===== src/rtl/vbap_pair_gain_search_defines.svh =====
// Assertion macros shared by the RTL of the pair gain search block.
// Depends on nothing; files that check their own logic include it.
// Each macro has an active form and an empty form for synthesis builds.
`ifndef VBAP_PAIR_GAIN_SEARCH_DEFINES_SVH
`define VBAP_PAIR_GAIN_SEARCH_DEFINES_SVH
`ifndef SYNTH
// Same-cycle implication, disabled while reset is asserted.
`define VBPS_ASSERT_IMP(label, clk, rst_n, ante, cons, msg) \
    label: assert property (@(posedge clk) disable iff (!rst_n) (ante) |-> (cons)) \
        else $error(msg);
// Next-cycle implication, disabled while reset is asserted.
`define VBPS_ASSERT_NXT(label, clk, rst_n, ante, cons, msg) \
    label: assert property (@(posedge clk) disable iff (!rst_n) (ante) |=> (cons)) \
        else $error(msg);
`else
`define VBPS_ASSERT_IMP(label, clk, rst_n, ante, cons, msg)
`define VBPS_ASSERT_NXT(label, clk, rst_n, ante, cons, msg)
`endif
`endif


===== src/rtl/vbps_pkg.sv =====
// Package of the pair gain search block: widths, polynomial constants,
// state and opcode types, and control structs. Depends on nothing.
`default_nettype none
package vbps_pkg;

    localparam int MAX_PAIRS_DEF   = 32;
    localparam int COEF_WIDTH_DEF  = 16;
    localparam int ANGLE_WIDTH_DEF = 16;

    localparam int INDEX_W    = 5;
    localparam int RAW_COEF_W = 16;
    localparam int SPK_W      = 5;
    localparam int AZ_W       = 16;
    localparam int PCNT_W     = 6;
    localparam int GAIN_W     = 16;
    localparam int Q15_W      = 17;
    localparam int XY_W       = 18;
    localparam int QUOT_W     = 17;
    localparam int S_TDATA_W  = 96;
    localparam int M_TDATA_W  = 48;
    localparam int EVAL_DEPTH = 4;
    localparam int NEG_TOL    = 134;

    localparam logic [Q15_W-1:0] POLY_A  = 17'd51472;
    localparam logic [Q15_W-1:0] POLY_B  = 17'd21024;
    localparam logic [Q15_W-1:0] POLY_C  = 17'd2320;
    localparam logic [Q15_W-1:0] ONE_Q15 = 17'd32768;

    typedef enum logic {
        OP_LOAD  = 1'b0,
        OP_QUERY = 1'b1
    } t_op;

    typedef enum logic [5:0] {
        ST_IDLE  = 6'b000001,
        ST_SINE  = 6'b000010,
        ST_SCAN  = 6'b000100,
        ST_DRAIN = 6'b001000,
        ST_NORM  = 6'b010000,
        ST_FIN   = 6'b100000
    } t_state;

    typedef struct packed {
        logic load;
        logic shift;
    } t_cell_ctl;

    typedef struct packed {
        logic clear;
        logic valid;
    } t_eval_ctl;

endpackage
`default_nettype wire


===== src/rtl/vbps_norm.sv =====
// Gain normalizer: a bit-serial integer square root of the winning
// magnitude, then two restoring dividers producing the Q1.15 gains.
// Depends on vbps_pkg.
`default_nettype none
module vbps_norm
    import vbps_pkg::*;
#(
    parameter int COEF_WIDTH = COEF_WIDTH_DEF
) (
    input  wire logic                          i_clk,
    input  wire logic                          i_rst_n,
    input  wire logic                          i_start,
    input  wire logic [2*(COEF_WIDTH+16):0]    i_s,
    input  wire logic [COEF_WIDTH+15:0]        i_u1,
    input  wire logic [COEF_WIDTH+15:0]        i_u2,
    output logic                               o_done,
    output logic [GAIN_W-1:0]                  o_g1,
    output logic [GAIN_W-1:0]                  o_g2
);

    localparam int UW     = COEF_WIDTH + 16;
    localparam int SW     = 2 * UW + 1;
    localparam int MW     = UW + 1;
    localparam int NW     = UW + 16;
    localparam int STEP_W = $clog2(MW);

    logic               r_sqrt_busy, r_prep, r_div_busy, r_done;
    logic [STEP_W-1:0]  r_cnt;
    logic [SW-1:0]      r_v, r_res, r_bit;
    logic [MW-1:0]      r_m;
    logic [MW:0]        r_rem1, r_rem2;
    logic [QUOT_W-1:0]  r_n1, r_n2, r_q1, r_q2;
    logic [GAIN_W-1:0]  r_g1, r_g2;

    logic [SW-1:0]      w_trial;
    logic               w_take;
    logic [NW-1:0]      w_num1, w_num2;
    logic [MW:0]        w_t1, w_t2;
    logic               w_b1, w_b2;
    logic [QUOT_W-1:0]  w_q1, w_q2;

    assign w_trial = r_res + r_bit;
    assign w_take  = (r_v >= w_trial);

    // Rounding half up folds in as half the divisor added to the dividend.
    assign w_num1 = {i_u1, 15'd0} + NW'(r_m >> 1);
    assign w_num2 = {i_u2, 15'd0} + NW'(r_m >> 1);

    assign w_t1 = {r_rem1[MW-1:0], r_n1[QUOT_W-1]};
    assign w_t2 = {r_rem2[MW-1:0], r_n2[QUOT_W-1]};
    assign w_b1 = (w_t1 >= {1'b0, r_m});
    assign w_b2 = (w_t2 >= {1'b0, r_m});
    assign w_q1 = {r_q1[QUOT_W-2:0], w_b1};
    assign w_q2 = {r_q2[QUOT_W-2:0], w_b2};

    always_ff @(posedge i_clk) begin
        if (!i_rst_n) begin
            r_sqrt_busy <= 1'b0;
            r_prep      <= 1'b0;
            r_div_busy  <= 1'b0;
            r_done      <= 1'b0;
            r_cnt       <= '0;
        end else begin
            r_done <= 1'b0;
            r_prep <= 1'b0;
            if (i_start) begin
                r_sqrt_busy <= 1'b1;
                r_cnt       <= STEP_W'(MW - 1);
            end else if (r_sqrt_busy) begin
                r_cnt <= r_cnt - 1'b1;
                if (r_cnt == '0) begin
                    r_sqrt_busy <= 1'b0;
                    r_prep      <= 1'b1;
                end
            end else if (r_prep) begin
                r_div_busy <= 1'b1;
                r_cnt      <= STEP_W'(QUOT_W - 1);
            end else if (r_div_busy) begin
                r_cnt <= r_cnt - 1'b1;
                if (r_cnt == '0) begin
                    r_div_busy <= 1'b0;
                    r_done     <= 1'b1;
                end
            end
        end
    end

    always_ff @(posedge i_clk) begin
        if (i_start) begin
            r_v   <= i_s;
            r_res <= '0;
            r_bit <= {1'b1, {(SW-1){1'b0}}};
        end else if (r_sqrt_busy) begin
            if (w_take) begin
                r_v   <= r_v - w_trial;
                r_res <= (r_res >> 1) + r_bit;
            end else begin
                r_res <= r_res >> 1;
            end
            r_bit <= r_bit >> 2;
        end
        if (r_sqrt_busy && (r_cnt == '0)) begin
            r_m <= w_take ? MW'((r_res >> 1) + r_bit) : MW'(r_res >> 1);
        end
        if (r_prep) begin
            r_rem1 <= (MW+1)'(w_num1[NW-1:QUOT_W]);
            r_rem2 <= (MW+1)'(w_num2[NW-1:QUOT_W]);
            r_n1   <= w_num1[QUOT_W-1:0];
            r_n2   <= w_num2[QUOT_W-1:0];
            r_q1   <= '0;
            r_q2   <= '0;
        end else if (r_div_busy) begin
            r_rem1 <= w_b1 ? (w_t1 - {1'b0, r_m}) : w_t1;
            r_rem2 <= w_b2 ? (w_t2 - {1'b0, r_m}) : w_t2;
            r_n1   <= r_n1 << 1;
            r_n2   <= r_n2 << 1;
            r_q1   <= w_q1;
            r_q2   <= w_q2;
            if (r_cnt == '0) begin
                r_g1 <= (w_q1 > ONE_Q15) ? GAIN_W'(ONE_Q15) : w_q1[GAIN_W-1:0];
                r_g2 <= (w_q2 > ONE_Q15) ? GAIN_W'(ONE_Q15) : w_q2[GAIN_W-1:0];
            end
        end
    end

    assign o_done = r_done;
    assign o_g1   = r_g1;
    assign o_g2   = r_g2;

endmodule
`default_nettype wire


===== config.mk =====
export PLATFORM = sky130hd
export DESIGN_NAME = vbps_norm
export DESIGN_NICKNAME = d
export VERILOG_FILES = /design/src/rtl/vbap_pair_gain_search_defines.svh /design/src/rtl/vbps_pkg.sv /design/src/rtl/vbps_norm.sv
export SDC_FILE = /design/constraint.sdc
export NUM_CORES = 1
export LEC_CHECK = 0
export BUFFER_PORTS_ARGS = -buffer_cell sky130_fd_sc_hd__buf_2
export CORE_UTILIZATION = 30
export DETAILED_ROUTE_END_ITERATION = 16
export PLACE_DENSITY_LB_ADDON = 0.12
export SLEW_MARGIN = 20
export SYNTH_ARGS = -nofsm -noshare
export SYNTH_HDL_FRONTEND = slang
export SYNTH_SLANG_ARGS = --single-unit

===== constraint.sdc =====
create_clock -name i_clk -period 22.5 [get_ports i_clk]
set_input_delay 2.25 -clock i_clk [delete_from_list [all_inputs] [get_ports i_clk]]
set_output_delay 2.25 -clock i_clk [all_outputs]
set_load 0.02 [all_outputs]

Word level (Yosys, flattened, before mapping). Index checks and enable logic that the tools add are counted.

Output and inout bits: 33. Bits in registers: 370. Bits of input ports: 132. Logic and storage cells: 76.

Muxes and demuxes: 25. Order comparisons: 5. Add/subtract/negate cells: 8. Bitwise operators: 5. Reductions and logical operators: 13.

Operators with widths (number): $mux 65 (4); $mux 31 (4); $mux 33 (3); $add 47x32->48 (2); $ge 34x33->1 (2); $mux 17 (4); $sub 33x33->33 (2); $add 64x65->65 (1); $add 65x65->65 (1); $ge 65x65->1 (1); $sub 65x65->65 (1); $gt 17x16->1 const B (2); $mux 6 (4); $logic_not 6->1 (1); $mux 1 (6); $reduce_bool 2->1 (3); $sub 6x1->6 const B (1); $not 1->1 (5); $reduce_or 5->1 (1); $reduce_and 2->1 (2); $reduce_bool 4->1 (1); $reduce_and 3->1 (1); $reduce_bool 3->1 (1); $reduce_or 3->1 (1); 2 further kinds (2).

Longest topological paths before layout.
Depth in word-level cells: 5. Depth in mapped cells: 26. Gate-level depth less buffers: 23.

Worst setup path before layout. No wires, ideal clock.

Kind: flip-flop to flip-flop. Start: reg r_res[2]. End: reg r_v[0] (enable). Cell stages (with the launch flop): 25. Path buffers: 3. Setup time: 0.578 ns. Period minus slack after synthesis: 10.101 ns. Data arrival time: 9.523 ns. Setup slack: 12.399 ns. Required time: 21.922 ns. Path through: dfxtp_1 -> ha_1 -> a31oi_1 -> a211oi_1 -> a31o_2 -> a211oi_1 -> o41ai_2 -> a21oi_1 -> o31ai_1 -> inv_1 -> o21ai_0 -> xnor2_1 -> ha_1 -> clkbuf_1 -> nand4_1 -> or3_1 -> nor2_1 -> nand4_1 -> nor4_1 -> a211oi_1 -> o21ai_1 -> nor2_1 -> buf_2 -> clkbuf_1 -> o21ai_0.

Longest elaborated chain between the ends: 4.

RTL lines: start: declaration (line vbps_norm.sv:29) `logic [SW-1:0] r_v, r_res, r_bit;`; start signal: assignment (line vbps_norm.sv:96) `r_res <= (r_res >> 1) + r_bit;`; start signal: assignment (line vbps_norm.sv:98) `r_res <= r_res >> 1;`; $add 65x65->65 (line vbps_norm.sv:42) `assign w_trial = r_res + r_bit;`; $ge 65x65->1 (line vbps_norm.sv:43) `assign w_take = (r_v >= w_trial);`; $reduce_bool 2->1 (no source line); $reduce_and 2->1 (no source line); end signal: assignment (line vbps_norm.sv:90) `r_v <= i_s;`; end signal: assignment (line vbps_norm.sv:95) `r_v <= r_v - w_trial;`; end: declaration (line vbps_norm.sv:29).

No other way between the ends. A chain may end at the register's enable or synchronous reset.

Worst setup path after layout.
Start: reg r_res[18]. End: reg r_v[40] (enable).

Same word-level chain as after synthesis.

==> flow_summary_export.csv <==
group,metric,value,unit
clock_network,insertion_delay,0.61,ns
placed_design,place_congestion,0.8391,
synth,synth_area,0.02860,mm²
global_route,overflow,0,
pwr,p_leak,12.59,nW
floorplanning,pin_count,165,
cells_and_area,area_delta_synth_final,12.82,%
synth,synth_cell_types,80,
cells_and_area,layout_common_cells,"nor2_1, nand2_1, a21oi_1",
timing,drv_slew,0,
detailed_routing,drtAntennaViolNets,0,
global_route,grt_pass1_wl,140700,µm
detailed_routing,wl_per_cell,18.96,µm
pwr,power.share.sequential,0.285,
placed_design,port_buffers,164,
cells_and_area,nets,3775,
timing,tightest_slew,0.9692,ns
floorplanning,core,0.09389,mm²
cells_and_area,finish.instance_area,0.03227,mm²
detailed_routing,drcViolationCount,0,
clock_network,h-tree-depth,2,
timing,finalClockSkew,0.03454,ns
worst_setup_path,worstSetupPathType,"register to register",
synth,ys_seq_area_frac,0.3223,
detailed_routing,viasPerCell,5.257,
run,drv_cap,0,
global_route,grtUsageMet2,0.2796,
pwr,switching_share,0.4056,
floorplanning,die_w,310.8,µm
global_route,met1_usage,0.2655,
worst_setup_path,worstPathMaxFanout,65,
synth,async_flop_share,0,
timing,fin_setup_tns,0,ns
placed_design,dpl_cell_area,0.03058,mm²
global_route,use_met3,0.01860,
synth,syn_inst,3331,
synth,ys_ff_latch,355,
synth,synth_area_leaders,"edfxtp_1, ha_1, dfxtp_1",
pwr,internal_power,1.893,mW
clock_network,cts_hold_buf,0,
clock_network,numCtsBuffers,48,
synth,synth_top_area_cell,"edfxtp_1",
global_route,antenna_found_initial,1,
cells_and_area,fin_cells,4698,
clock_network,cts.repair.resized,0,
clock_network,cts_sinks,355,
clock_network,postCtsSetupBuffers,0,
clock_network,cts_root_buffer,"clkbuf_16",
timing,finalCriticalPeriod,7.797,ns
timing,rsz0062_at_grt,"no",
synth,syn_avg_cell_area,8.586,µm²
detailed_routing,dr.pass1.iters,5,
floorplanning,start_util,0.3046,
worst_setup_path,critPathCaptureType,"register",
pwr,total_power,3.185,mW
detailed_routing,first_iter_violations,1643,
clock_network,cts_tree,"done",
outcome,status,"complete, no violations",
floorplanning,die_h,310.8,µm
detailed_routing,num_vias,24700,
placed_design,hpwlAfterDp,66800,µm
global_route,grt_usage,0.1809,
timing,whs,0.4838,ns
detailed_routing,wirelength,89080,µm
pwr,clockPowerShare,0.261,
timing,fin_crit_sh,0.3465,
timing,fin_ws,14.70,ns
floorplanning,die-area,0.09657,mm²
synth,ys.flop_type,"edfxtp_1",
pwr,power.switching,1.292,mW
cells_and_area,final_common_cell,"nor2_1",
timing,hold_viol_final,0,
synth,synth_top_area_share,0.2215,
global_route,grt_pass1_vias,24100,
clock_network,cts.reportedPaths.clkPinSlew,0.06,ns
worst_setup_path,arrival,8.00,ns
worst_setup_path,worstPathRequired,22.70,ns
clock_network,clk_path_buf_depth,3,
pwr,ir_drop,71.72,µV
worst_setup_path,cp-start-kind,"register",
floorplanning,num_rows,112,
pwr,p_per_area,98.70,mW/mm²
timing,setup_violations,0,
global_route,top_usage_layer,"met2",
cells_and_area,drive_above_1_share,0.1077,
synth,synth_edf_count,211,
cells_and_area,diodes,0,
min_path,hp-class,"register to register",
placed_design,place_inst,4609,
synth,ys.warnings.count,0,
timing,relSlewSlack,0.3468,
global_route,grt_start_max_net_pins,83,
pwr,combinationalPowerShare,0.454,
timing,max_freq,128.3,MHz
placed_design,place_ws,14.71,ns
synth,syn_nets,3701,
cells_and_area,final_util,0.3437,
[flip-flops by register name (all words and copies together) (netlist names)]
name,cells
r_q1,16
r_sqrt_busy,1
r_res,65
r_v,65
o_g1,16
r_m,33
r_div_busy,1
r_n1,3
r_q2,16
r_rem2,33
r_bit,33
o_g2,16
r_prep,1
o_done,1
r_rem1,33
r_cnt,6
r_n2,16
[logic make-up after synthesis]
group / share of synthesized area
and+or+nand+nor: 0.1740
AOI/OAI and AO/OA: 0.2307
DFF: 0.3223
xor gates and xnor gates: 0.08146
buffers and inverters: 0.03578
adders and majority gates: 0.1054
muxes: 0.05035
[synth_stat cells (all sizes together), types with 8 or more instances]
cell type	instances
nor4	14
o211a	18
nor2b	39
o21bai	42
buf	39
a31oi	81
mux2	31
a21o	81
a211oi	65
nand2b	25
o41ai	8
or3	18
o21ai	244
and2	34
inv	105
mux2i	109
o211ai	14
ha	233
a221oi	14
xor2	116
edfxtp	211
dfxtp	144
nand3	62
o31ai	27
xnor2	150
a311oi	10
or4	8
nor3b	19
and4	8
nor3	57
nor2	304
nand2	292
a21boi	12
o21a	42
a21oi	262
and3	53
clkbuf	120
a31o	30
or2	31
nand4	66
[worst paths after layout]
| path | startpoint | end | slack, ns | cells past startpoint |
|---|---|---|---|---|
| setup / recovery | r_res[18] | r_v[40] | 14.70 | 24 |
| hold / removal | r_rem2[32] | r_rem2[32] | 0.48 | 2 |
| setup reg to reg | r_res[18] | r_v[40] | 14.70 | 24 |
| hold reg to reg | r_rem2[32] | r_rem2[32] | 0.48 | 2 |
[worst max-delay path, stage by stage (launching register included)]
cell and delay [ns]:
dfxtp_1 0.48, ha_1 0.34, a31oi_1 0.34, o21ai_0 0.17
a221oi_1 0.35, o21ai_0 0.23, a32oi_1 0.40, a211oi_1 0.20
o21ai_0 0.62, a21oi_1 0.14, o21ai_0 0.24, xor2_1 0.12
ha_1 0.44, nand4_1 0.17, or3_1 0.44, nor2_1 0.10
nand4_1 0.11, nor4_1 0.30, a211oi_1 0.16, o21ai_2 0.10
buf_4 0.46, nor2_1 0.25, buf_4 0.27, o21ai_4 0.13
buf_4 0.72
[power by group through the flow]
stage / clock (mW) / combinational [mW] / sequential, mW
floorplan: 0 / 1.10 / 0.877
finish: 0.832 / 1.45 / 0.908
CTS: 0.863 / 1.45 / 0.908
detailed placement: 0 / 1.44 / 0.921
global placement: 0 / 1.45 / 0.923
global route: 0.885 / 1.62 / 0.919
[metal layers]
metal / vias up / part of all wire
met3: 83 / 0.032
met2: 413 / 0.43
met1: 11690 / 0.52
met5: - / 0
met4: 0 / 0.024
li1: 12510 / -
[layout make-up]
type / count / area (µm²)
sequential: 355 / 9228
inverter: 105 / 394.1
tap: 1254 / 1569
timing repair buffer: 183 / 969.7
multi-input combinational: 2712 / 18420
clock inverter: 27 / 334.1
fill: 9934 / 61620
clock buffer: 62 / 1356
(Power assumes the default switching activity.)
