==> src/rtl/vbap_pair_gain_search_defines.svh <==
// Assertion macros shared by the RTL of the pair gain search block.
// Depends on nothing; files that check their own logic include it.
// Each macro has an active form and an empty form for synthesis builds.
`ifndef VBAP_PAIR_GAIN_SEARCH_DEFINES_SVH
`define VBAP_PAIR_GAIN_SEARCH_DEFINES_SVH
`ifndef SYNTH
// Same-cycle implication, disabled while reset is asserted.
`define VBPS_ASSERT_IMP(label, clk, rst_n, ante, cons, msg) \
    label: assert property (@(posedge clk) disable iff (!rst_n) (ante) |-> (cons)) \
        else $error(msg);
// Next-cycle implication, disabled while reset is asserted.
`define VBPS_ASSERT_NXT(label, clk, rst_n, ante, cons, msg) \
    label: assert property (@(posedge clk) disable iff (!rst_n) (ante) |=> (cons)) \
        else $error(msg);
`else
`define VBPS_ASSERT_IMP(label, clk, rst_n, ante, cons, msg)
`define VBPS_ASSERT_NXT(label, clk, rst_n, ante, cons, msg)
`endif
`endif

==> src/rtl/vbps_pkg.sv <==
// Package of the pair gain search block: widths, polynomial constants,
// state and opcode types, and control structs. Depends on nothing.
`default_nettype none
package vbps_pkg;

    localparam int MAX_PAIRS_DEF   = 32;
    localparam int COEF_WIDTH_DEF  = 16;
    localparam int ANGLE_WIDTH_DEF = 16;

    localparam int INDEX_W    = 5;
    localparam int RAW_COEF_W = 16;
    localparam int SPK_W      = 5;
    localparam int AZ_W       = 16;
    localparam int PCNT_W     = 6;
    localparam int GAIN_W     = 16;
    localparam int Q15_W      = 17;
    localparam int XY_W       = 18;
    localparam int QUOT_W     = 17;
    localparam int S_TDATA_W  = 96;
    localparam int M_TDATA_W  = 48;
    localparam int EVAL_DEPTH = 4;
    localparam int NEG_TOL    = 134;

    localparam logic [Q15_W-1:0] POLY_A  = 17'd51472;
    localparam logic [Q15_W-1:0] POLY_B  = 17'd21024;
    localparam logic [Q15_W-1:0] POLY_C  = 17'd2320;
    localparam logic [Q15_W-1:0] ONE_Q15 = 17'd32768;

    typedef enum logic {
        OP_LOAD  = 1'b0,
        OP_QUERY = 1'b1
    } t_op;

    typedef enum logic [5:0] {
        ST_IDLE  = 6'b000001,
        ST_SINE  = 6'b000010,
        ST_SCAN  = 6'b000100,
        ST_DRAIN = 6'b001000,
        ST_NORM  = 6'b010000,
        ST_FIN   = 6'b100000
    } t_state;

    typedef struct packed {
        logic load;
        logic shift;
    } t_cell_ctl;

    typedef struct packed {
        logic clear;
        logic valid;
    } t_eval_ctl;

endpackage
`default_nettype wire

==> src/rtl/vbps_cell.sv <==
// One cell of the pair table ring: holds one pair entry, takes a load
// aimed at its slot, and passes its entry to its neighbor while scanning.
// Depends on vbps_pkg.
`default_nettype none
module vbps_cell
    import vbps_pkg::*;
#(
    parameter int COEF_WIDTH = COEF_WIDTH_DEF,
    parameter int IDX        = 0
) (
    input  wire logic                              i_clk,
    input  wire t_cell_ctl                         i_ctl,
    input  wire logic [INDEX_W-1:0]                i_slot,
    input  wire logic [4*COEF_WIDTH+2*SPK_W-1:0]   i_load_data,
    input  wire logic [4*COEF_WIDTH+2*SPK_W-1:0]   i_next,
    output logic      [4*COEF_WIDTH+2*SPK_W-1:0]   o_entry
);

    logic [4*COEF_WIDTH+2*SPK_W-1:0] r_entry;
    logic                            w_hit;

    // Slots wider than the load index can never be addressed.
    assign w_hit = (IDX < (1 << INDEX_W)) && (i_slot == INDEX_W'(IDX));

    always_ff @(posedge i_clk) begin
        if (i_ctl.load && w_hit) begin
            r_entry <= i_load_data;
        end else if (i_ctl.shift) begin
            r_entry <= i_next;
        end
    end

    assign o_entry = r_entry;

endmodule
`default_nettype wire

==> config.mk <==
export PLATFORM = sky130hd
export DESIGN_NAME = vbps_cell
export DESIGN_NICKNAME = d
export VERILOG_FILES = /design/src/rtl/vbap_pair_gain_search_defines.svh /design/src/rtl/vbps_pkg.sv /design/src/rtl/vbps_cell.sv
export SDC_FILE = /design/constraint.sdc
export NUM_CORES = 1
export LEC_CHECK = 0
export ABC_AREA = 1
export BUFFER_PORTS_ARGS = -buffer_cell sky130_fd_sc_hd__buf_4
export CAP_MARGIN = 20
export CORE_MARGIN = 4
export CORE_UTILIZATION = 35
export DETAILED_ROUTE_END_ITERATION = 12
export GPL_TIMING_DRIVEN = 1
export HOLD_SLACK_MARGIN = 0.05
export PLACE_DENSITY = 0.66
export SLEW_MARGIN = 20
export SYNTH_ARGS = -nofsm -noshare
export SYNTH_HDL_FRONTEND = slang
export SYNTH_SLANG_ARGS = --single-unit
==> constraint.sdc <==
create_clock -name i_clk -period 3.08 [get_ports i_clk]
set_input_delay 0.154 -clock i_clk [delete_from_list [all_inputs] [get_ports i_clk]]
set_output_delay 0.154 -clock i_clk [all_outputs]
set_load 0.01 [all_outputs]
== Word level (Yosys, flattened, before mapping) ==
Index checks and enable logic that the tools add are counted.
Word-level totals
  flip-flop bits (word level): 74
  output and inout bits: 74
Operators by class
  multiplexer cells: 2
  reduce and logical (&&, ||, !) cells: 3
Operators by type and width (number)
  $mux W74: 2
  $logic_not A5 Y1: 1
  $reduce_bool A2 Y1: 1
  $logic_and A1 B1 Y1: 1

== Longest topological paths before layout ==
Gate-level depths: netlist of the first run.
  word-level depth: 3
  gate-level depth with buffers: 7

== Worst setup path before layout of the first run ==
OpenSTA, ideal clock, no wires.
  path type: input to register
  start: input i_slot[1]
  end: register r_entry[0], in the netlist o_entry[0] (enable)
  setup time: 0.435 ns
  arrival time: 2.283 ns
  required time: 2.645 ns
  slack: 0.362 ns
  cell stages on the path: 5
  path buffers: 2
  cell sequence: nor2_2 -> nand3_1 -> buf_4 -> buf_6 -> nand2_1
Between the ends
  word-level cells in the longest chain between the ends: 3
RTL lines
  from (decl): line vbps_cell.sv:13  | input wire logic [INDEX_W-1:0] i_slot,
  $logic_not A5 Y1: line vbps_cell.sv:23  | assign w_hit = (IDX < (1 << INDEX_W)) && (i_slot == INDEX_W'(IDX));
  $logic_and A1 B1 Y1: line vbps_cell.sv:26  | if (i_ctl.load && w_hit) begin
  $reduce_bool A2 Y1 (no source line)
  to (signal assigned): line vbps_cell.sv:27  | r_entry <= i_load_data;
  to (signal assigned): line vbps_cell.sv:29  | r_entry <= i_next;
  to (decl): line vbps_cell.sv:19  | logic [4*COEF_WIDTH+2*SPK_W-1:0] r_entry;
No other way between the ends.
A chain may end at the register's enable or synchronous reset.

== Worst setup path after layout of the first run ==
  start: input i_slot[1]
  end: register r_entry[7], in the netlist o_entry[7] (enable)
The elaborated chain is that of the path after synthesis.

==> results by group, run 1 <==
Die
  • Chip width: 107.8 µm
  • Cell Rows: 36
  • # IOs: between 200 and 250
  • Die Ht: roughly 110 µm
  • Initial core utilization: 35.85%
  • Core area: 9729 µm²
  • Die area: roughly 12,000 µm²

Logic synthesis
  • Area leader, netlist: edfxtp_1
  • Top cells by area, synth: edfxtp_1 64%, nand2_1 16%, nand4_1 13%, buf_2 2.4%, buf_4 1.9%
  • Synth Net Count: just under 500
  • Top-area cell type share of the netlist area: 63.70%
  • Sequential fraction of the synthesis area: 63.70%
  • Synth cell types: 10
  • Post-Syn Area: roughly 3500 µm²
  • Synth Warn #: 0
  • Seq cells post-synth: 74
  • Cells after Synth: 335
  • Syn avg cell area: between 10 and 15 µm²

Timing
  • Min Tclk post-route: roughly 1200 ps
  • Tcrit/Tclk final: 38.94%
  • Hold WS: 83.21 ps
  • Unrepaired setup endpoints after global routing: no
  • FMAX: 0.8337 GHz
  • Setup violations, final: 0
  • Relative slew margins: about 45%
  • Worst-Margin Slew: 827.9 ps
  • Fin Setup TNS: 0 ps
  • Final Hold Vio Count: 0
  • Pins Over Slew Limit: 0

Min path
  • Worst hold-check path type: primary input to flop
  • WHS Path Cells: 3

Setup path
  • CP endpoint: o_entry[7]$_DFFE_PP_
  • Critical path origin: i_slot[1]
  • Critical Path End Type: flop
  • Crit Path Max Fanout: 39
  • WP data required: 3100 ps
  • Critical path startpoint category: primary input
  • Critical path type: primary input to flop
  • Worst endpoint data arrival time: ~1200 ps

Final layout
  • Antenna Cells: 0
  • Largest register FFs: 74
  • Syn-to-layout area delta: 56.85%
  • Nets: 704
  • Layout cells sized above 1: 45.57%
  • Fin cells: 686
  • Final Util: 56.24%
  • Fillers: a little under 900
  • Leading cell type in the layout, fill and taps excluded: buf_4
  • Commonest cells after routing, fill and taps aside: 233 x buf_4, 148 x nand2_1, 74 x nand4_1, 74 x edfxtp_1, 9 x clkbuf_8

Place
  • Number of instances in the placed design: 670
  • Port bufs: roughly 230
  • DP HPWL: around 7.7 mm
  • GP Congestion: 0.7934

Detailed routing
  • Via density: 4.829
  • 1st-iter DRT viols: 172
  • Post-DRT Antenna Nets: 0
  • WL per Instance: 15.85 µm
  • Via count: roughly 3,300
  • DRC viols: 0
  • WL final: 10.87 mm
  • Iteration count of the initial detailed-routing pass: 4

Status
  • Status: complete, no violations

CTS
  • CTS H-Tree Depth: 3
  • Post-CTS Resized: 0
  • Total CTS buffers: 9
  • Clk buf depth: 2
  • CTS tree: yes
  • Clock sinks: 74
  • Post-CTS Hold Fix Bufs: 0
  • Post-CTS setup repair buffer count: 0
  • Clock transition at the registers of the reported paths: 80 ps
  • Root Driver: clkbuf_8

Power
  • Pwr Density: 470.4 nW/µm²
  • Leak Pwr: 2.599 nW
  • Total power draw: 2.574 mW
  • VDD IR-drop max: 0.2918 mV

Global route
  • Overflow after GRT: 0
  • Initial antenna violation count: 0
  • Vias in the first global route: approximately 3,200
  • Largest net degree at the start of global routing: 75
  • Gr usage total: ~18%
  • First-pass GRT wire length: 15.91 mm

Run
  • Max-cap violation count: 0
## worst max-delay path, stage by stage
cell     delay, ps
buf_4          120
nor2_4         110
nand3_2        120
nand2_4        410
buf_12         290
## metrics by stage
stage          setup WS (ps)  instance area [µm²]
2_1_floorplan          362.2                 3488
3_3_place_gp            1551                 5239
3_5_place_dp            1522                 5239
4_1_cts                 1882                 5472
5_1_grt                 1804                 5472
6_report                1881                 5472
## worst min path at each step
stage / start / to
3_3_place_gp: i_next[36] / o_entry[36]$_DFFE_PP_
2_1_floorplan: i_next[0] / o_entry[0]$_DFFE_PP_
6_report: i_next[59] / o_entry[59]$_DFFE_PP_
4_1_cts: i_next[59] / o_entry[59]$_DFFE_PP_
3_5_place_dp: i_next[43] / o_entry[43]$_DFFE_PP_
5_1_grt: i_next[18] / o_entry[18]$_DFFE_PP_
## kinds of logic after synthesis
kind of cell           share of synthesized area, %
DFF                                           63.70
buffers and inverters                         6.312
and+or+nand+nor                               29.99
## synth_stat cells
library cell / n
nand2_1: 149
buf_4: 9
buf_6: 5
nand3_1: 1
buf_2: 17
clkbuf_1: 1
nand4_1: 74
nor2_2: 3
inv_1: 2
edfxtp_1: 74
## metal layers
| metal | up-vias | track usage, % | routed length, µm |
|---|---|---|---|
| li1 | 1630 | - | - |
| met1 | 1496 | 20.53 | 4180 |
| met2 | 165 | 29.97 | 5418 |
| met3 | 22 | 6.239 | 1017 |
| met4 | 0 | 7.033 | 257 |
| met5 | - | 0 | 0 |
## final cells by class
cell class	count	area, µm²	area share, %
clock buffer	10	127.6	2.332
inverter	2	7.507	0.1372
sequential	74	2222	40.61
tap	133	166.4	3.041
multi-input combinational	227	1074	19.62
timing repair buffer	234	1769	32.33
clock inverter	6	105.1	1.921
## power by group
part	switching (mW)	total (mW)	internal, mW
registers	0.0236	1.23	1.21
logic	0.218	0.473	0.255
clock network	0.337	0.870	0.533
No activity file was read; power rests on OpenSTA's default activity.
==> inputs of run 2 (changes only) <==
Clock period 3.08 ns to 1.2 ns, I/O delays scaled along.
==> run 2 against run 1 <==
Against the previous run:
- worst hold slack worse by 14 ps
- die area unchanged
- highest routed layer unchanged
- combinational power rose to 3.6 times the previous value
- largest cell class is now buffers
==> results by group, run 2 (same netlist as run 1, synthesis figures left out) <==
Power
  • VDD IR-drop max: 0.5645 mV (+93%)
  • Leak Pwr: 3.267 nW (+26%)
  • Pwr Density: 1008 nW/µm² (+110%)

Global route
  • Overflow after GRT: 0 (unchanged)
  • First-pass GRT wire length: 21.39 mm (+34%)
  • Largest net degree at the start of global routing: 41 (-45%)
  • Gr usage total: 23.88% (+6.1 points)
  • Vias in the first global route: 4,332 (+37%)
  • Initial antenna violation count: 0 (unchanged)

Final layout
  • Fin cells: 836 (+22%)
  • Antenna Cells: 0 (unchanged)
  • Syn-to-layout area delta: 102.5%
  • Layout cells sized above 1: 37.70% (-7.9 points)
  • Leading cell type in the layout, fill and taps excluded: buf_4
  • Largest register FFs: 74 (unchanged)
  • Commonest cells after routing, fill and taps aside: 237 x buf_4, 148 x nand2_1, 138 x dlygate4sd3_1
  • Nets: 854 (+21%)

Die
  • Core area: 9729 µm² (unchanged)
  • Initial core utilization: 35.85% (unchanged)
  • Cell Rows: 36 (unchanged)
  • Chip width: 107.8 µm (unchanged)
  • # IOs: 230 (unchanged)
  • Die area: 11,630 µm² (unchanged)
  • Die Ht: 107.8 µm (unchanged)

Place
  • DP HPWL: 8.395 mm (+9.5%)
  • GP Congestion: 0.7649 (-3.6%)
  • Number of instances in the placed design: 682 (+1.8%)
  • Port bufs: 229 (unchanged)

Setup path
  • Crit Path Max Fanout: 1 (-97%)
  • Worst path cell trace: buf_4
  • CP bufs+invs: 1 (-1)
  • Worst endpoint data arrival time: 900 ps (-320 ps)
  • WP data required: 1140 ps (-1960 ps)
  • Max stage delay cell, worst path: edfxtp_1
  • Crit-path leading delay family: flip-flops
  • Critical path startpoint category: flop
  • Critical Path End Type: output pin
  • CP max stage delay: 400 ps (about the same)
  • Critical path type: flop to output pin

Status
  • Status: complete, no violations

Detailed routing
  • 1st-iter DRT viols: 268 (+56%)
  • DRC viols: 0 (unchanged)
  • Post-DRT Antenna Nets: 0 (unchanged)
  • Via count: 4,059 (+23%)
  • Iteration count of the initial detailed-routing pass: 4 (unchanged)
  • WL per Instance: 16.61 µm (+4.8%)
  • Via density: 4.855 (+0.53%)
  • WL final: 13.89 mm (+28%)

CTS
  • CTS H-Tree Depth: 3 (unchanged)
  • Clk buf depth: 2 (unchanged)
  • CTS tree: yes
  • Post-CTS Resized: 0 (unchanged)
  • Post-CTS setup repair buffer count: 0 (unchanged)
  • Clock transition at the registers of the reported paths: 80 ps (about the same)
  • Clock sinks: 74 (unchanged)
  • Total CTS buffers: 9 (unchanged)
  • Root Driver: clkbuf_8

Timing
  • Worst-Margin Slew: 332.0 ps (-496.0 ps)
  • Unrepaired setup endpoints after global routing: no
  • Hold WS: 69.36 ps (-13.85 ps)
  • Min Tclk post-route: 964.9 ps
  • Final Hold Vio Count: 0 (unchanged)
  • Relative slew margins: 77.87% (+33 points)
  • Pins Over Slew Limit: 0 (unchanged)
  • FMAX: just over 1 GHz
  • Setup violations, final: 0 (unchanged)
  • Tcrit/Tclk final: 80.41%

Run
  • Max-cap violation count: 0 (unchanged)

Min path
  • Worst hold-check path type: primary input to flop
-- run 2: final timing paths --
check	from	end	slack [ps]	depth (start not counted)
max	o_entry[24]$_DFFE_PP_	o_entry[24]	240	1
min	i_load_data[63]	o_entry[63]$_DFFE_PP_	70	3
-- run 2: metrics by stage --
stage	power, mW	area, µm²	worst slack, ps	TNS [ps]	util [%]
after floorplan	3.633	3537	-24.77	-1833	-
after global placement	4.490	5450	96.75	0	56.02
after detailed placement	4.516	5450	66.66	0	56.02
after CTS	7.136	7064	225.3	0	72.61
after global routing	7.440	7064	184.8	0	72.61
final	7.124	7064	235.1	0	72.61
-- run 2: where the power goes --
| group | switching, mW | internal (mW) | total, mW |
|---|---|---|---|
| registers | 0.0661 | 3.10 | 3.16 |
| clock network | 0.904 | 1.37 | 2.27 |
| logic | 0.678 | 1.01 | 1.69 |
| total | 1.65 | 5.48 | 7.12 |
-- run 2: cell type report --
cell class,instances,area [µm²]
clock buffers,10,127.6
clock inverters,6,105.1
fillers,659,2665
inverters,2,12.51
multi-input cells,227,1090
flip-flops and latches,74,2222
well taps,133,166.4
repair buffers,384,3341
-- run 2: per-layer routing --
metal  up-vias  global-route usage (%)  share of wire (%)
li1       1934                       -                  -
met1      1841                   26.30                 37
met2       226                   40.99                 49
met3        58                   7.319                9.3
met4         0                   12.89                4.7
met5         -                       0                  0
-- run 2: timing repair --
| action | in CTS | in global routing |
|---|---|---|
| hold buffers | 138 | 0 |
| endpoints found under the setup margin | 0 | 0 |
| hold endpoints to repair | 74 | 0 |
-- run 2: tightest hold or removal path, delay by kind of cell --
kind | cells | cell delay [ps]
buf+inv | 1 | 80
simple gates | 2 | 150
==> inputs of run 3 (changes only) <==
Settings changed: PLACE_DENSITY 0.66 to 0.68.
Clock period 1.2 ns to 0.8 ns, I/O delays scaled along.
==> run 3 against run 2 <==
Against the previous run:
- the flow now stops in clock tree synthesis (4_1_cts)
- synthesized area unchanged
- synthesized cell count unchanged
==> results by group, run 3 <==
Logic synthesis
  • Async S/R FF share, synth: 0% (unchanged)
  • Synth Flop Type: edfxtp_1
  • Post-Syn Area: 3488 µm² (unchanged)
  • Sequential fraction of the synthesis area: 63.70% (unchanged)
  • Synth Net Count: 491 (unchanged)
  • Seq cells post-synth: 74 (unchanged)
  • Number of synthesized flops with an enable pin: 74 (unchanged)
  • Synth top cells by count: 149 x nand2_1, 74 x edfxtp_1, 74 x nand4_1
  • Area leader, netlist: edfxtp_1
  • Synth cell types: 10 (unchanged)
  • Top-area cell type share of the netlist area: 63.70% (unchanged)
  • Syn avg cell area: 10.41 µm² (unchanged)
  • Cells after Synth: 335 (unchanged)
  • Top-count cell post-synth: nand2_1
  • Synth Warn #: 0 (unchanged)
  • Top cells by area, synth: edfxtp_1 64%, nand2_1 16%, nand4_1 13%, buf_2 2.4%, buf_4 1.9%

CTS
  • Total CTS buffers: 9 (unchanged)
  • Clock sinks: 74 (unchanged)
  • CTS H-Tree Depth: 3 (unchanged)
  • Post-CTS setup repair buffer count: 0 (unchanged)
  • Post-CTS Hold Fix Bufs: 141 (+2.2%)
  • Clk buf depth: 2 (unchanged)
  • Post-CTS Resized: 49 (+49)
  • Root Driver: clkbuf_8

Place
  • Port bufs: 229 (unchanged)
  • DP HPWL: 8.564 mm (+2.0%)
  • Worst slack at placement: -321.0 ps (-387.6 ps)
  • GP Congestion: 0.7985 (+4.4%)
  • Number of instances in the placed design: 686 (+0.59%)

Status
  • Stop err: [ERROR RSZ-0060] Max buffer count reached.
  • Halt Stage: clock tree synthesis (4_1_cts)
  • Status: stopped before the end

Die
  • Initial core utilization: 35.85% (unchanged)
  • # IOs: 230 (unchanged)
  • Cell Rows: 36 (unchanged)
  • Die Ht: 107.8 µm (unchanged)
  • Chip width: 107.8 µm (unchanged)
run 3: cells by family after synthesis:
group	share of synthesized area [%]
buffers and inverters	6.312
flip-flops	63.70
AND/OR/NAND/NOR	29.99
run 3: per-stage QoR:
step / area [µm²] / util, % / hold WS, ps
after detailed placement: 5468 / 56.20 / 313.0
after global placement: 5468 / 56.20 / 312.9
after floorplan: 3537 / - / 226.5
==> inputs of run 4 (changes only) <==
Settings changed: CORE_UTILIZATION 35 to 20, HOLD_SLACK_MARGIN 0.05 to default, PLACE_DENSITY 0.68 to default, PLACE_DENSITY_LB_ADDON from default to 0.15.
Clock period 0.8 ns to 1 ns, I/O delays scaled along.
==> run 4 against run 3 <==
Against the previous run:
- the run now ends clean
==> results by group, run 4 (same netlist as run 1, synthesis figures left out) <==
CTS
  • Root Driver: clkbuf_16
  • CTS tree: yes
  • Clock sinks: 74 (unchanged)
  • Clock transition at the registers of the reported paths: 50 ps
  • Total CTS buffers: 9 (unchanged)
  • Post-CTS setup repair buffer count: 0 (unchanged)
  • Clk buf depth: 2 (unchanged)
  • CTS H-Tree Depth: 3 (unchanged)

Global route
  • Largest net degree at the start of global routing: 43
  • Gr usage total: 12.19%
  • Initial antenna violation count: 0
  • Vias in the first global route: 3,805
  • Overflow after GRT: 0
  • First-pass GRT wire length: 19.07 mm

Die
  • Cell Rows: 48 (+33%)
  • Die area: 19,620 µm²
  • Chip width: 140.1 µm (+30%)
  • Core area: 17,180 µm²
  • Die Ht: 140.1 µm (+30%)
  • Initial core utilization: 20.31% (-16 points)
  • # IOs: 230 (unchanged)

Setup path
  • Max stage delay cell, worst path: edfxtp_1
  • Crit Path Max Fanout: 1
  • Critical path type: flop to output pin
  • Worst endpoint data arrival time: 910 ps
  • Critical Path End Type: output pin
  • Crit-path leading delay family: flip-flops
  • Critical path startpoint category: flop
  • Worst path cell trace: buf_6
  • CP bufs+invs: 1
  • WP data required: 950 ps
  • CP max stage delay: between 400 and 500 ps

Place
  • Number of instances in the placed design: 772 (+13%)
  • Worst slack at placement: -150.9 ps (+170.0 ps)
  • GP Congestion: 0.7495 (-6.1%)
  • Port bufs: 229 (unchanged)
  • DP HPWL: 8.742 mm (+2.1%)

Min path
  • WHS Path Cells: 3
  • Worst hold-check path type: primary input to flop
  • WHS Endpoint: o_entry[38]$_DFFE_PP_
  • Worst hold start: i_next[38]

Timing
  • Tcrit/Tclk final: 95.51%
  • FMAX: 1.047 GHz
  • Relative slew margins: 77.56%
  • Fin Setup TNS: 0 ps
  • Unrepaired setup endpoints after global routing: yes
  • Final Hold Vio Count: 0
  • Setup violations, final: 0
  • Pins Over Slew Limit: 0
  • Worst-Margin Slew: 336.5 ps
  • Min Tclk post-route: 955.1 ps
  • Fin worst setup slack: 44.87 ps

Detailed routing
  • Via count: about 3,600
  • DRC viols: 0
  • WL final: 12.23 mm
  • Via density: 4.243
  • Iteration count of the initial detailed-routing pass: 4
  • 1st-iter DRT viols: 106
  • WL per Instance: 14.29 µm
  • Post-DRT Antenna Nets: 0

Power
  • Leak Pwr: 3.038 nW
  • Combinational fraction of design power: between 15 and 20%
  • Pwr Density: 1433 nW/µm²
  • Int Pwr: 7.425 mW
  • VDD IR-drop max: 0.6878 mV
  • Clock share of power: 41.3%
  • Sequential share of power: 40.1%
  • Sw Share: 21.55%
  • NetSw: between 2 and 2.5 mW

Final layout
  • Area of the multi-input gates: 1090 µm²
  • Commonest cells after routing, fill and taps aside: 233 x buf_4, 148 x nand2_1, 74 x nand4_1, 74 x edfxtp_1, 68 x dlygate4sd3_1
  • Area occupied by registers: 2222 µm²
  • Largest register FFs: between 70 and 80
  • Leading cell type in the layout, fill and taps excluded: buf_4
  • Layout cells sized above 1: 41.84%
  • Fin cells: 856
  • Antenna Cells: 0
  • Syn-to-layout area delta: 89.35%
  • Nets: 782
  • Fillers: ~1,700
  • Final Util: between 30% and 40%

Run
  • Max-cap violation count: 0

Status
  • Status: complete, no violations
run 4: routing by layer:
metal / routed length [µm] / vias up / GRT usage, %
met3: 1012 / 16 / 3.790
met4: 259 / 0 / 4.793
met2: 6197 / 151 / 21.78
met1: 4764 / 1676 / 13.49
li1: - / 1789 / -
met5: 0 / - / 0
run 4: final cells by class:
| class | instances | area share [%] |
|---|---|---|
| Timing Repair Buffer | 312 | 39.99 |
| Sequential cell | 74 | 33.64 |
| Multi-Input combinational cell | 227 | 16.50 |
| Tap cell | 225 | 4.262 |
| Clock buffer | 10 | 3.467 |
| Clock inverter | 6 | 1.951 |
| Inverter | 2 | 0.1894 |
run 4: stage by stage:
step | power [mW] | hold WS (ps) | cell area (µm²)
4_1_cts | 9.637 | 1.026 | 6605
5_1_grt | 9.912 | 13.67 | 6605
6_report | 9.466 | 15.53 | 6605
3_3_place_gp | 5.420 | 325.2 | 5563
2_1_floorplan | 4.360 | 236.5 | 3537
3_5_place_dp | 5.429 | 328.0 | 5563
run 4: timing repair:
action	CTS	global route
setup endpoints to repair	1	1
resized for setup	1	0
hold buffers	68	0
endpoints found under the hold margin	68	0
run 4: power groups by stage:
stage,combinational (mW),clock [mW],sequential (mW)
4_1_cts,1.78,4.05,3.80
3_5_place_dp,1.56,0,3.86
6_report,1.75,3.91,3.80
3_3_place_gp,1.56,0,3.86
5_1_grt,1.90,4.19,3.83
2_1_floorplan,0.357,0,4.00
run 4: worst max-delay path by stage:
stage | cells past startpoint | start | endpoint
2_1_floorplan | 5 | i_slot[1] | o_entry[0]$_DFFE_PP_
3_3_place_gp | 6 | i_ctl[1] | o_entry[46]$_DFFE_PP_
3_5_place_dp | 6 | i_ctl[1] | o_entry[48]$_DFFE_PP_
4_1_cts | 1 | o_entry[2]$_DFFE_PP_ | o_entry[2]
5_1_grt | 1 | o_entry[2]$_DFFE_PP_ | o_entry[2]
6_report | 1 | o_entry[2]$_DFFE_PP_ | o_entry[2]
